[config.mk]
export PLATFORM = sky130hd
export DESIGN_NAME = joystick_frame_ir_sender
export DESIGN_NICKNAME = d
export VERILOG_FILES = /design/src/sv/jfir_pkg.sv /design/src/sv/jfir_front.sv /design/src/sv/jfir_queue.sv /design/src/sv/jfir_back.sv /design/src/sv/joystick_frame_ir_sender.sv
export SDC_FILE = /design/constraint.sdc
export NUM_CORES = 1
export LEC_CHECK = 0
export ABC_AREA = 0
export BUFFER_PORTS_ARGS = -buffer_cell sky130_fd_sc_hd__buf_2
export CORE_UTILIZATION = 33
export DETAILED_ROUTE_END_ITERATION = 8
export REMOVE_ABC_BUFFERS = 1
export SLEW_MARGIN = 5
export SYNTH_ARGS = -nofsm -noshare
export SYNTH_HDL_FRONTEND = slang
export SYNTH_SLANG_ARGS = --single-unit
[constraint.sdc]
create_clock -name i_clk -period 13.95 [get_ports i_clk]
set_input_delay 0 -clock i_clk [delete_from_list [all_inputs] [get_ports i_clk]]
set_output_delay 0 -clock i_clk [all_outputs]
set_load 0.01 [all_outputs]
[src/sv/jfir_pkg.sv]
// Shared types, register indexes and constants of the joystick frame IR sender.
package jfir_pkg;

    localparam int FRAME_BYTES   = 5;
    localparam int BITS_PER_BYTE = 10;
    localparam int QUEUE_DEPTH   = 2;
    localparam int BYTE_IDX_W    = $clog2(FRAME_BYTES + 1);
    localparam int BIT_IDX_W     = $clog2(BITS_PER_BYTE + 1);
    localparam int QPTR_W        = $clog2(QUEUE_DEPTH);
    localparam int QCNT_W        = $clog2(QUEUE_DEPTH + 1);

    // Configuration register indexes
    localparam int CFG_IDX_W = 3;
    typedef enum logic [CFG_IDX_W-1:0] {
        CFG_LINK_SELECT     = 3'd0,
        CFG_SLOT_OFF_TICKS  = 3'd1,
        CFG_PULSE_TICKS     = 3'd2,
        CFG_FRAME_GAP_TICKS = 3'd3,
        CFG_START_TAG       = 3'd4
    } t_cfg_idx;

    localparam int CFG_DATA_W = 16;

    // Register reset values
    localparam logic        RST_LINK_SELECT = 1'b0;
    localparam logic [7:0]  RST_SLOT_OFF    = 8'd21;
    localparam logic [7:0]  RST_PULSE       = 8'd4;
    localparam logic [15:0] RST_FRAME_GAP   = 16'd5000;
    localparam logic [7:0]  RST_START_TAG   = 8'd35;

    localparam logic [5:0]  PINS_RELEASED   = 6'h3F;

    typedef struct packed {
        logic        link_select;
        logic [7:0]  slot_off_ticks;
        logic [7:0]  pulse_ticks;
        logic [15:0] frame_gap_ticks;
        logic [7:0]  start_tag;
    } t_cfg;

    // Input beat
    typedef struct packed {
        logic       mode;
        logic [9:0] analog0;
        logic [9:0] analog1;
        logic       button0_pin;
        logic       button1_pin;
        logic [3:0] direction_pins;
        logic       uart_ready;
    } t_in_beat;

    // Result beat
    typedef struct packed {
        logic       ir_led;
        logic [7:0] uart_byte;
        logic       uart_valid;
        logic       frame_last;
        logic       sending;
    } t_out_beat;

    // Classified item handed from the front to the back
    typedef struct packed {
        logic       is_tick;
        logic [9:0] analog0;
        logic [9:0] analog1;
        logic [5:0] pins;      // [5] button1, [4] button0, [3:0] direction
        logic       uart_ready;
    } t_q_entry;

    localparam logic MODE_LATCH = 1'b0;

endpackage

[src/sv/jfir_front.sv]
// Front end: configuration registers and classification of incoming items.
module jfir_front (
    input  logic                      i_clk,
    input  logic                      i_rst_n,
    input  logic                      i_cfg_valid,
    output logic                      o_cfg_ready,
    input  logic [jfir_pkg::CFG_IDX_W-1:0]  i_cfg_index,
    input  logic [jfir_pkg::CFG_DATA_W-1:0] i_cfg_data,
    output jfir_pkg::t_cfg            o_cfg,
    input  jfir_pkg::t_in_beat        i_in_data,
    output jfir_pkg::t_q_entry        o_entry
);
    import jfir_pkg::*;

    t_cfg r_cfg;
    t_cfg n_cfg;

    assign o_cfg_ready = 1'b1;
    assign o_cfg       = r_cfg;

    // Register writes; unknown indexes are dropped
    always_comb begin
        n_cfg = r_cfg;
        if (i_cfg_valid) begin
            case (i_cfg_index)
                CFG_LINK_SELECT:     n_cfg.link_select     = i_cfg_data[0];
                CFG_SLOT_OFF_TICKS:  n_cfg.slot_off_ticks  = i_cfg_data[7:0];
                CFG_PULSE_TICKS:     n_cfg.pulse_ticks     = i_cfg_data[7:0];
                CFG_FRAME_GAP_TICKS: n_cfg.frame_gap_ticks = i_cfg_data[15:0];
                CFG_START_TAG:       n_cfg.start_tag       = i_cfg_data[7:0];
                default: ;
            endcase
        end
    end

    always_ff @(posedge i_clk) begin
        if (!i_rst_n) begin
            r_cfg.link_select     <= RST_LINK_SELECT;
            r_cfg.slot_off_ticks  <= RST_SLOT_OFF;
            r_cfg.pulse_ticks     <= RST_PULSE;
            r_cfg.frame_gap_ticks <= RST_FRAME_GAP;
            r_cfg.start_tag       <= RST_START_TAG;
        end else begin
            r_cfg <= n_cfg;
        end
    end

    // Classify: sample latch or time tick, pins packed as the back keeps them
    always_comb begin
        o_entry.is_tick    = (i_in_data.mode != MODE_LATCH);
        o_entry.analog0    = i_in_data.analog0;
        o_entry.analog1    = i_in_data.analog1;
        o_entry.pins       = {i_in_data.button1_pin, i_in_data.button0_pin,
                              i_in_data.direction_pins};
        o_entry.uart_ready = i_in_data.uart_ready;
    end

endmodule

[src/sv/jfir_queue.sv]
// Short FIFO between the front end and the frame sender.
module jfir_queue (
    input  logic               i_clk,
    input  logic               i_rst_n,
    input  logic               i_push,
    input  jfir_pkg::t_q_entry i_entry,
    output logic               o_full,
    input  logic               i_pop,
    output logic               o_empty,
    output jfir_pkg::t_q_entry o_entry
);
    import jfir_pkg::*;

    t_q_entry            r_mem [QUEUE_DEPTH];
    logic [QPTR_W-1:0]   r_wr_ptr, n_wr_ptr;
    logic [QPTR_W-1:0]   r_rd_ptr, n_rd_ptr;
    logic [QCNT_W-1:0]   r_count,  n_count;

    assign o_full  = (r_count == QCNT_W'(QUEUE_DEPTH));
    assign o_empty = (r_count == '0);
    assign o_entry = r_mem[r_rd_ptr];

    // Pointer and fill bookkeeping
    always_comb begin
        n_wr_ptr = r_wr_ptr;
        n_rd_ptr = r_rd_ptr;
        n_count  = r_count;
        if (i_push) begin
            n_wr_ptr = (r_wr_ptr == QPTR_W'(QUEUE_DEPTH - 1)) ? '0 : r_wr_ptr + 1'b1;
        end
        if (i_pop) begin
            n_rd_ptr = (r_rd_ptr == QPTR_W'(QUEUE_DEPTH - 1)) ? '0 : r_rd_ptr + 1'b1;
        end
        if (i_push && !i_pop) begin
            n_count = r_count + 1'b1;
        end else if (i_pop && !i_push) begin
            n_count = r_count - 1'b1;
        end
    end

    always_ff @(posedge i_clk) begin
        if (!i_rst_n) begin
            r_wr_ptr <= '0;
            r_rd_ptr <= '0;
            r_count  <= '0;
        end else begin
            r_wr_ptr <= n_wr_ptr;
            r_rd_ptr <= n_rd_ptr;
            r_count  <= n_count;
        end
    end

    // Storage
    always_ff @(posedge i_clk) begin
        if (i_push) begin
            r_mem[r_wr_ptr] <= i_entry;
        end
    end

endmodule

[src/sv/jfir_back.sv]
// Back end: sample store, frame builder, IR/UART send sequencer and result register.
module jfir_back (
    input  logic                i_clk,
    input  logic                i_rst_n,
    input  jfir_pkg::t_cfg      i_cfg,
    input  logic                i_q_empty,
    input  jfir_pkg::t_q_entry  i_entry,
    output logic                o_pop,
    output logic                o_out_valid,
    input  logic                i_out_ready,
    output jfir_pkg::t_out_beat o_out_data
);
    import jfir_pkg::*;

    typedef enum logic [2:0] {
        PH_IDLE = 3'b001,
        PH_SEND = 3'b010,
        PH_GAP  = 3'b100
    } t_phase;

    logic [9:0]            r_a0, n_a0;
    logic [9:0]            r_a1, n_a1;
    logic [5:0]            r_pins, n_pins;
    logic [7:0]            r_frame [FRAME_BYTES];
    logic [7:0]            n_frame [FRAME_BYTES];
    t_phase                r_phase, n_phase;
    logic [BYTE_IDX_W-1:0] r_byte_idx, n_byte_idx;
    logic [BIT_IDX_W-1:0]  r_bit_idx, n_bit_idx;
    logic [15:0]           r_tick, n_tick;
    logic [7:0]            r_shift, n_shift;
    logic                  r_out_valid;
    t_out_beat             r_out, n_out;

    assign o_pop       = !i_q_empty && (!r_out_valid || i_out_ready);
    assign o_out_valid = r_out_valid;
    assign o_out_data  = r_out;

    // One item step
    always_comb begin
        logic [7:0]            cur [FRAME_BYTES];
        logic [BYTE_IDX_W-1:0] nxt_idx;
        logic [8:0]            off;
        logic [8:0]            pul;
        logic [16:0]           tick_inc;
        logic                  pulse_on;
        logic                  byte_done;

        n_a0       = r_a0;
        n_a1       = r_a1;
        n_pins     = r_pins;
        n_frame    = r_frame;
        n_phase    = r_phase;
        n_byte_idx = r_byte_idx;
        n_bit_idx  = r_bit_idx;
        n_tick     = r_tick;
        n_shift    = r_shift;
        n_out      = '0;
        cur        = r_frame;
        nxt_idx    = '0;
        off        = '0;
        pul        = '0;
        tick_inc   = '0;
        pulse_on   = 1'b0;
        byte_done  = 1'b0;

        if (!i_entry.is_tick) begin
            // Sample latch
            n_a0          = i_entry.analog0;
            n_a1          = i_entry.analog1;
            n_pins        = i_entry.pins;
            n_out.sending = (r_phase == PH_SEND);
        end else begin
            // Gap countdown
            if (n_phase == PH_GAP) begin
                if (n_tick >= i_cfg.frame_gap_ticks) begin
                    n_phase = PH_IDLE;
                end else begin
                    n_tick = n_tick + 16'd1;
                end
            end
            // Frame start: build all bytes from the held sample
            if (n_phase != PH_SEND && n_phase != PH_GAP) begin
                cur[0] = i_cfg.start_tag;
                cur[1] = {1'b0, ~r_pins[3:0], ~r_pins[4], r_a0[9:8]};
                cur[2] = r_a0[7:0];
                cur[3] = {5'b0, ~r_pins[5], r_a1[9:8]};
                cur[4] = r_a1[7:0];
                n_frame    = cur;
                n_phase    = PH_SEND;
                n_byte_idx = '0;
                n_bit_idx  = '0;
                n_tick     = '0;
                n_shift    = cur[0];
            end

            if (n_phase == PH_SEND) begin
                n_out.sending = 1'b1;
                if (i_cfg.link_select) begin
                    // UART handoff
                    if (i_entry.uart_ready) begin
                        n_out.uart_valid = 1'b1;
                        n_out.uart_byte  = (n_byte_idx < BYTE_IDX_W'(FRAME_BYTES)) ?
                                           cur[n_byte_idx] : 8'd0;
                        byte_done = 1'b1;
                    end
                end else begin
                    // IR bit period: off slot then pulse slot
                    off = (i_cfg.slot_off_ticks == 8'd0) ? 9'd1 : {1'b0, i_cfg.slot_off_ticks};
                    pul = (i_cfg.pulse_ticks == 8'd0) ? 9'd1 : {1'b0, i_cfg.pulse_ticks};
                    if (n_bit_idx == '0) begin
                        pulse_on = 1'b1;
                    end else if (n_bit_idx <= BIT_IDX_W'(8)) begin
                        pulse_on = !n_shift[0];
                    end
                    n_out.ir_led = ({1'b0, n_tick} >= {8'd0, off}) && pulse_on;
                    tick_inc     = {1'b0, n_tick} + 17'd1;
                    n_tick       = tick_inc[15:0];
                    if (tick_inc >= 17'(off + pul)) begin
                        n_tick = '0;
                        if (n_bit_idx >= BIT_IDX_W'(1) && n_bit_idx <= BIT_IDX_W'(8)) begin
                            n_shift = {1'b0, n_shift[7:1]};
                        end
                        n_bit_idx = n_bit_idx + 1'b1;
                        if (n_bit_idx >= BIT_IDX_W'(BITS_PER_BYTE)) begin
                            byte_done = 1'b1;
                        end
                    end
                end

                // Advance to the next byte or close the frame
                if (byte_done) begin
                    n_bit_idx = '0;
                    n_tick    = '0;
                    nxt_idx   = n_byte_idx + 1'b1;
                    if (nxt_idx >= BYTE_IDX_W'(FRAME_BYTES)) begin
                        n_phase          = PH_GAP;
                        n_byte_idx       = '0;
                        n_out.frame_last = 1'b1;
                    end else begin
                        n_byte_idx = nxt_idx;
                        n_shift    = cur[nxt_idx];
                    end
                end
            end
        end
    end

    // Control state
    always_ff @(posedge i_clk) begin
        if (!i_rst_n) begin
            r_a0        <= '0;
            r_a1        <= '0;
            r_pins      <= PINS_RELEASED;
            r_phase     <= PH_IDLE;
            r_byte_idx  <= '0;
            r_bit_idx   <= '0;
            r_tick      <= '0;
            r_shift     <= '0;
            r_out_valid <= 1'b0;
        end else begin
            if (o_pop) begin
                r_a0       <= n_a0;
                r_a1       <= n_a1;
                r_pins     <= n_pins;
                r_phase    <= n_phase;
                r_byte_idx <= n_byte_idx;
                r_bit_idx  <= n_bit_idx;
                r_tick     <= n_tick;
                r_shift    <= n_shift;
                r_out_valid <= 1'b1;
            end else if (i_out_ready) begin
                r_out_valid <= 1'b0;
            end
        end
    end

    // Payload: frame bytes and result beat
    always_ff @(posedge i_clk) begin
        if (o_pop) begin
            r_frame <= n_frame;
            r_out   <= n_out;
        end
    end

endmodule

[src/sv/joystick_frame_ir_sender.sv]
// Top level of the joystick frame IR sender.
// Every input beat (sample latch or time tick) yields exactly one result beat. The block
// takes one beat per cycle while its queue is not full: the send sequencer finishes
// each beat's step combinationally and parks the result in an output register, while a
// two-entry queue behind the input lets the input side keep accepting while a result
// waits; a beat is thus queued before its step runs. Configuration writes are taken in
// any cycle and should be made only while no beats are outstanding.
module joystick_frame_ir_sender (
    input  logic                           i_clk,
    input  logic                           i_rst_n,
    input  logic                           i_cfg_valid,
    output logic                           o_cfg_ready,
    input  logic [jfir_pkg::CFG_IDX_W-1:0]  i_cfg_index,
    input  logic [jfir_pkg::CFG_DATA_W-1:0] i_cfg_data,
    input  logic                           i_in_valid,
    output logic                           o_in_ready,
    input  jfir_pkg::t_in_beat             i_in_data,
    output logic                           o_out_valid,
    input  logic                           i_out_ready,
    output jfir_pkg::t_out_beat            o_out_data
);
    import jfir_pkg::*;

    t_cfg     w_cfg;
    t_q_entry w_front_entry;
    t_q_entry w_q_entry;
    logic     w_q_full;
    logic     w_q_empty;
    logic     w_pop;

    assign o_in_ready = !w_q_full;

    // Front end
    jfir_front u_front (
        .i_clk       (i_clk),
        .i_rst_n     (i_rst_n),
        .i_cfg_valid (i_cfg_valid),
        .o_cfg_ready (o_cfg_ready),
        .i_cfg_index (i_cfg_index),
        .i_cfg_data  (i_cfg_data),
        .o_cfg       (w_cfg),
        .i_in_data   (i_in_data),
        .o_entry     (w_front_entry)
    );

    // Decoupling queue
    jfir_queue u_queue (
        .i_clk   (i_clk),
        .i_rst_n (i_rst_n),
        .i_push  (i_in_valid && !w_q_full),
        .i_entry (w_front_entry),
        .o_full  (w_q_full),
        .i_pop   (w_pop),
        .o_empty (w_q_empty),
        .o_entry (w_q_entry)
    );

    // Send sequencer
    jfir_back u_back (
        .i_clk       (i_clk),
        .i_rst_n     (i_rst_n),
        .i_cfg       (w_cfg),
        .i_q_empty   (w_q_empty),
        .i_entry     (w_q_entry),
        .o_pop       (w_pop),
        .o_out_valid (o_out_valid),
        .i_out_ready (i_out_ready),
        .o_out_data  (o_out_data)
    );

    // A UART beat is only produced with the UART link selected
    a_uart_link: assert property (@(posedge i_clk) disable iff (!i_rst_n)
        o_out_valid && o_out_data.uart_valid |-> w_cfg.link_select)
        else $error("uart beat while IR link selected");

    // An LED pulse only comes from the IR link and never with a UART byte
    a_led_link: assert property (@(posedge i_clk) disable iff (!i_rst_n)
        o_out_valid && o_out_data.ir_led |-> !w_cfg.link_select && !o_out_data.uart_valid)
        else $error("IR pulse on UART link");

    // The end of a frame is always flagged inside a frame
    a_last_sending: assert property (@(posedge i_clk) disable iff (!i_rst_n)
        o_out_valid && o_out_data.frame_last |-> o_out_data.sending)
        else $error("frame end outside a frame");

    // The sequencer only steps on a queued beat
    a_pop_nonempty: assert property (@(posedge i_clk) disable iff (!i_rst_n)
        w_pop |-> !w_q_empty)
        else $error("pop from empty queue");

endmodule

==> flow_summary_export.csv <==
group,metric,value,unit
cts,cts_tree,"built",
cts,cts_buffer_depth,3,
pwr,p_leak,5.56,nW
pwr,p_int,1.34,mW
worst_setup_path,worstPathArrival,6890,ps
worst_setup_path,crit_path_top_delay_cell,"and2_1",
grt,grt_util_all_layers,0.173,
worst_setup_path,max_stage_delay,760,ps
detailed_routing,wl_met1,14.8,mm
synth,synth_top_flop_cell,"edfxtp_1",
detailed_routing,drc,2,
cts,cts_made_buffers,26,
cts,htree_num_levels,1,
flow_run,maxCapViolCount,0,
detailed_routing,drtIter0Drc,639,
timing,hold_viol,0,
layout,final_common_cell,"nand2_1",
timing,rsz0062_at_grt,"false",
cts,cts.clk_slew.worst_paths,60,ps
grt,grt_pass1_vias,9728,
cts,post_cts_resized,0,
worst_setup_path,path_buf_inv,2,
synth,ys_ff_latch,215,
layout,drive_gt1_frac,0.110,
placement,portBuffers,65,
synth,synthSimpleGateAreaFrac,0.199,
min_path,min_path_type,"in -> reg",
detailed_routing,viasPerCell,5.31,
pwr,p_per_area,138,nW/um^2
floorplan,die_h,193,um
layout,final_cell_mix,"nand2_1 (275), edfxtp_1 (108), dfxtp_1 (107)",
floorplan,dieArea,37200,um^2
layout,n_antenna_cell,0,
layout,register_area,5390,um^2
synth,synth_edf_count,108,
timing,hold_ws,50.9,ps
grt,antenna_found_initial,0,
synth,synth_top_family_by_area,"simple AND/OR/NAND/NOR gates",
worst_setup_path,end_kind,"flip-flop",
cts,cts_sinks,215,
worst_setup_path,crit_path_max_fanout,21,
timing,max_freq,0.155,GHz
synth,synth_fa_ha_area_frac,0.0537,
layout,final_cell_area,14100,um^2
synth,muxShareOfSynthArea,0.0356,
grt,grt_max_degree,71,
synth,synth_cell_types,86,
synth,synthArstFlopShare,0,
worst_setup_path,path_common_cell,"ha_1",
placement,dpl_cell_area,12700,um^2
detailed_routing,wirelength,31.7,mm
layout,final_cells,1888,
placement,hpwl,21.9,mm
synth,syn_area_per_cell,9.04,um^2
grt,grt_pass1_wl,51.7,mm
cts,cts_hold_buf,62,
outcome,status,"complete, but fails checks",
worst_setup_path,worstSetupStartpointType,"flip-flop",
pwr,clkPwrFrac,0.330,
placement,place_congestion,0.925,
worst_setup_path,path_cells,"ha_1 -> nand4_1 -> or3_4 -> o31ai_4 -> nor2_1 -> buf_4 -> a21boi_0 -> inv_1 -> ha_1 -> nand2_1 -> nor3_1 -> a21oi_1 -> ha_1 -> o21ai_0 -> nand2b_1 -> a31o_2 -> a21o_1 -> a21oi_1 -> nand4_1 -> o31ai_1 -> and2_1 -> nor4_1 -> a2111oi_2",
pwr,p_comb_frac,0.220,
floorplan,ios,67,
timing,fin_crit_sh,0.463,
synth,synthCells,1331,
outcome,violations,"design-rule violations",
floorplan,die-width,193,um
synth,seq_area_frac_synth,0.448,
synth,synth_compound_area_frac,0.195,
detailed_routing,top_layer,"met4",
pwr,netSwitchingFraction,0.309,
timing,period_needed,6460,ps
cts,insertion_delay,540,ps
cts,root_buffer,"clkbuf_16",
synth,synth-xor-area-share,0.0182,
timing,setup_tns,0,ps
worst_setup_path,critPathKind,"reg -> reg",
timing,setup_viol,0,
detailed_routing,wl_per_cell,16.8,um
cts,postCtsSetupBuffers,0,
worst_setup_path,path_delay_family,"compound AO/OA/AOI/OAI gates",
layout,nFillCells,3655,
layout,synthToLayoutAreaGrowth,17.2,%
detailed_routing,via_count,10031,
layout,fin_nets,1510,
detailed_routing,dr.pass1.iters,9,
synth,yosysWarnings,0,
floorplan,core_region_area,35700,um^2
detailed_routing,wl_met3,1.61,mm
pwr,switching_power,0.602,mW
pwr,ir_drop,0.0000998,V
timing,skew,11.9,ps
floorplan,rows,69,
detailed_routing,wl_met2,14.5,mm
pwr,p_seq_frac,0.450,
worst_setup_path,critPathRequiredTime,14380,ps
floorplan,start_util,0.337,
placement,place_inst,1778,
timing,worstMarginPinSlew,1050,ps
synth,netlist_area,12000,um^2
detailed_routing,detail-route-antenna-nets,0,
timing,maxSlewViolCount,0,
layout,multi_input_area,6060,um^2
grt,grt_overflow,0,
timing,slew_headroom,0.302,
synthesized netlist by cell type (6+ instances only):
library cell,instances,area share
clkbuf_1,66,0.021
a21oi_1,55,0.023
nand2b_1,6,0.0031
inv_1,55,0.017
o211ai_1,16,0.010
and2_1,20,0.010
o22ai_1,9,0.0047
or3_1,8,0.0042
a22o_1,7,0.0051
buf_2,12,0.0050
nand3_1,44,0.018
xor2_1,9,0.0066
o31ai_1,8,0.0050
o21ai_0,68,0.028
and3_1,14,0.0073
a21boi_1,7,0.0044
nand4_1,13,0.0068
nor4_1,10,0.0052
o211a_1,23,0.019
nor2_1,58,0.018
mux2i_1,36,0.030
o21a_1,8,0.0050
nor3_1,25,0.010
xnor2_1,16,0.012
a21boi_0,36,0.022
a22oi_1,13,0.0081
edfxtp_1,108,0.27
a31oi_1,29,0.015
ha_1,50,0.052
nand2_1,275,0.086
buf_1,8,0.0025
a21o_1,7,0.0044
dfxtp_1,107,0.18
nor2b_1,12,0.0062
layer usage:
layer	global-route usage	vias up
met5	0	-
met4	0.0547	0
met3	0.0242	45
met2	0.282	244
met1	0.236	4811
li1	-	4931
power groups by stage:
stage	logic (mW)	registers [mW]	clock network [mW]
4_1_cts	0.431	0.876	0.659
6_report	0.428	0.876	0.641
3_5_place_dp	0.418	0.889	0
3_3_place_gp	0.412	0.886	0
5_1_grt	0.477	0.891	0.680
2_1_floorplan	0.265	0.887	0
tightest hold or removal path, stage by stage:
cell and delay (ps):
buf_2 110, nor2b_1 180, a21oi_1 140, o21a_1 120
stage by stage:
step | util | total power, mW | setup WS [ps]
finish | 0.394 | 1.95 | 7490
CTS | 0.394 | 1.97 | 7570
detailed placement | 0.354 | 1.31 | 7600
global placement | 0.354 | 1.30 | 7890
floorplan | - | 1.15 | 5420
global route | 0.394 | 2.05 | 6910
sequential cells by signal, indices dropped and copies added, names as in the netlist, named ones only:
register            cells
u_back.o_out_data      12
u_back.o_out_valid      1
u_back.r_a0            10
u_back.r_a1            10
u_back.r_bit_idx        4
u_back.r_byte_idx       3
u_back.r_frame         40
u_back.r_phase          3
u_back.r_pins           6
u_back.r_shift          8
u_back.r_tick          16
u_front.o_cfg          41
u_queue.r_count         2
u_queue.r_mem          56
u_queue.r_rd_ptr        1
u_queue.r_wr_ptr        1
path summary, 6_finish.rpt:
| kind | from | to | slack (ps) | cells past startpoint |
|---|---|---|---|---|
| max | u_back.r_tick[4] | u_back.r_shift[0] | 7490 | 23 |
| min | i_cfg_valid | u_front.o_cfg[40] | 50 | 4 |
| max reg2reg | u_back.r_tick[4] | u_back.r_shift[0] | 7490 | 23 |
| min reg2reg | u_front.o_cfg[6] | u_front.o_cfg[6] | 470 | 2 |
kinds of logic after synthesis:
family	Yosys count
mux	41
buf+inv	149
xor+xnor	25
simple gates	515
other cells	1
compound gates	334
fa+ha+maj	51
flops	215
cell type report:
cell class	count	share of cell area
Clock buffer	37	0.0505
Clock inverter	11	0.00710
Inverter	56	0.0149
Multi-Input combinational cell	967	0.430
Sequential cell	215	0.382
Tap cell	461	0.0409
Timing Repair Buffer	141	0.0747
Power figures use the tool's default switching activity.
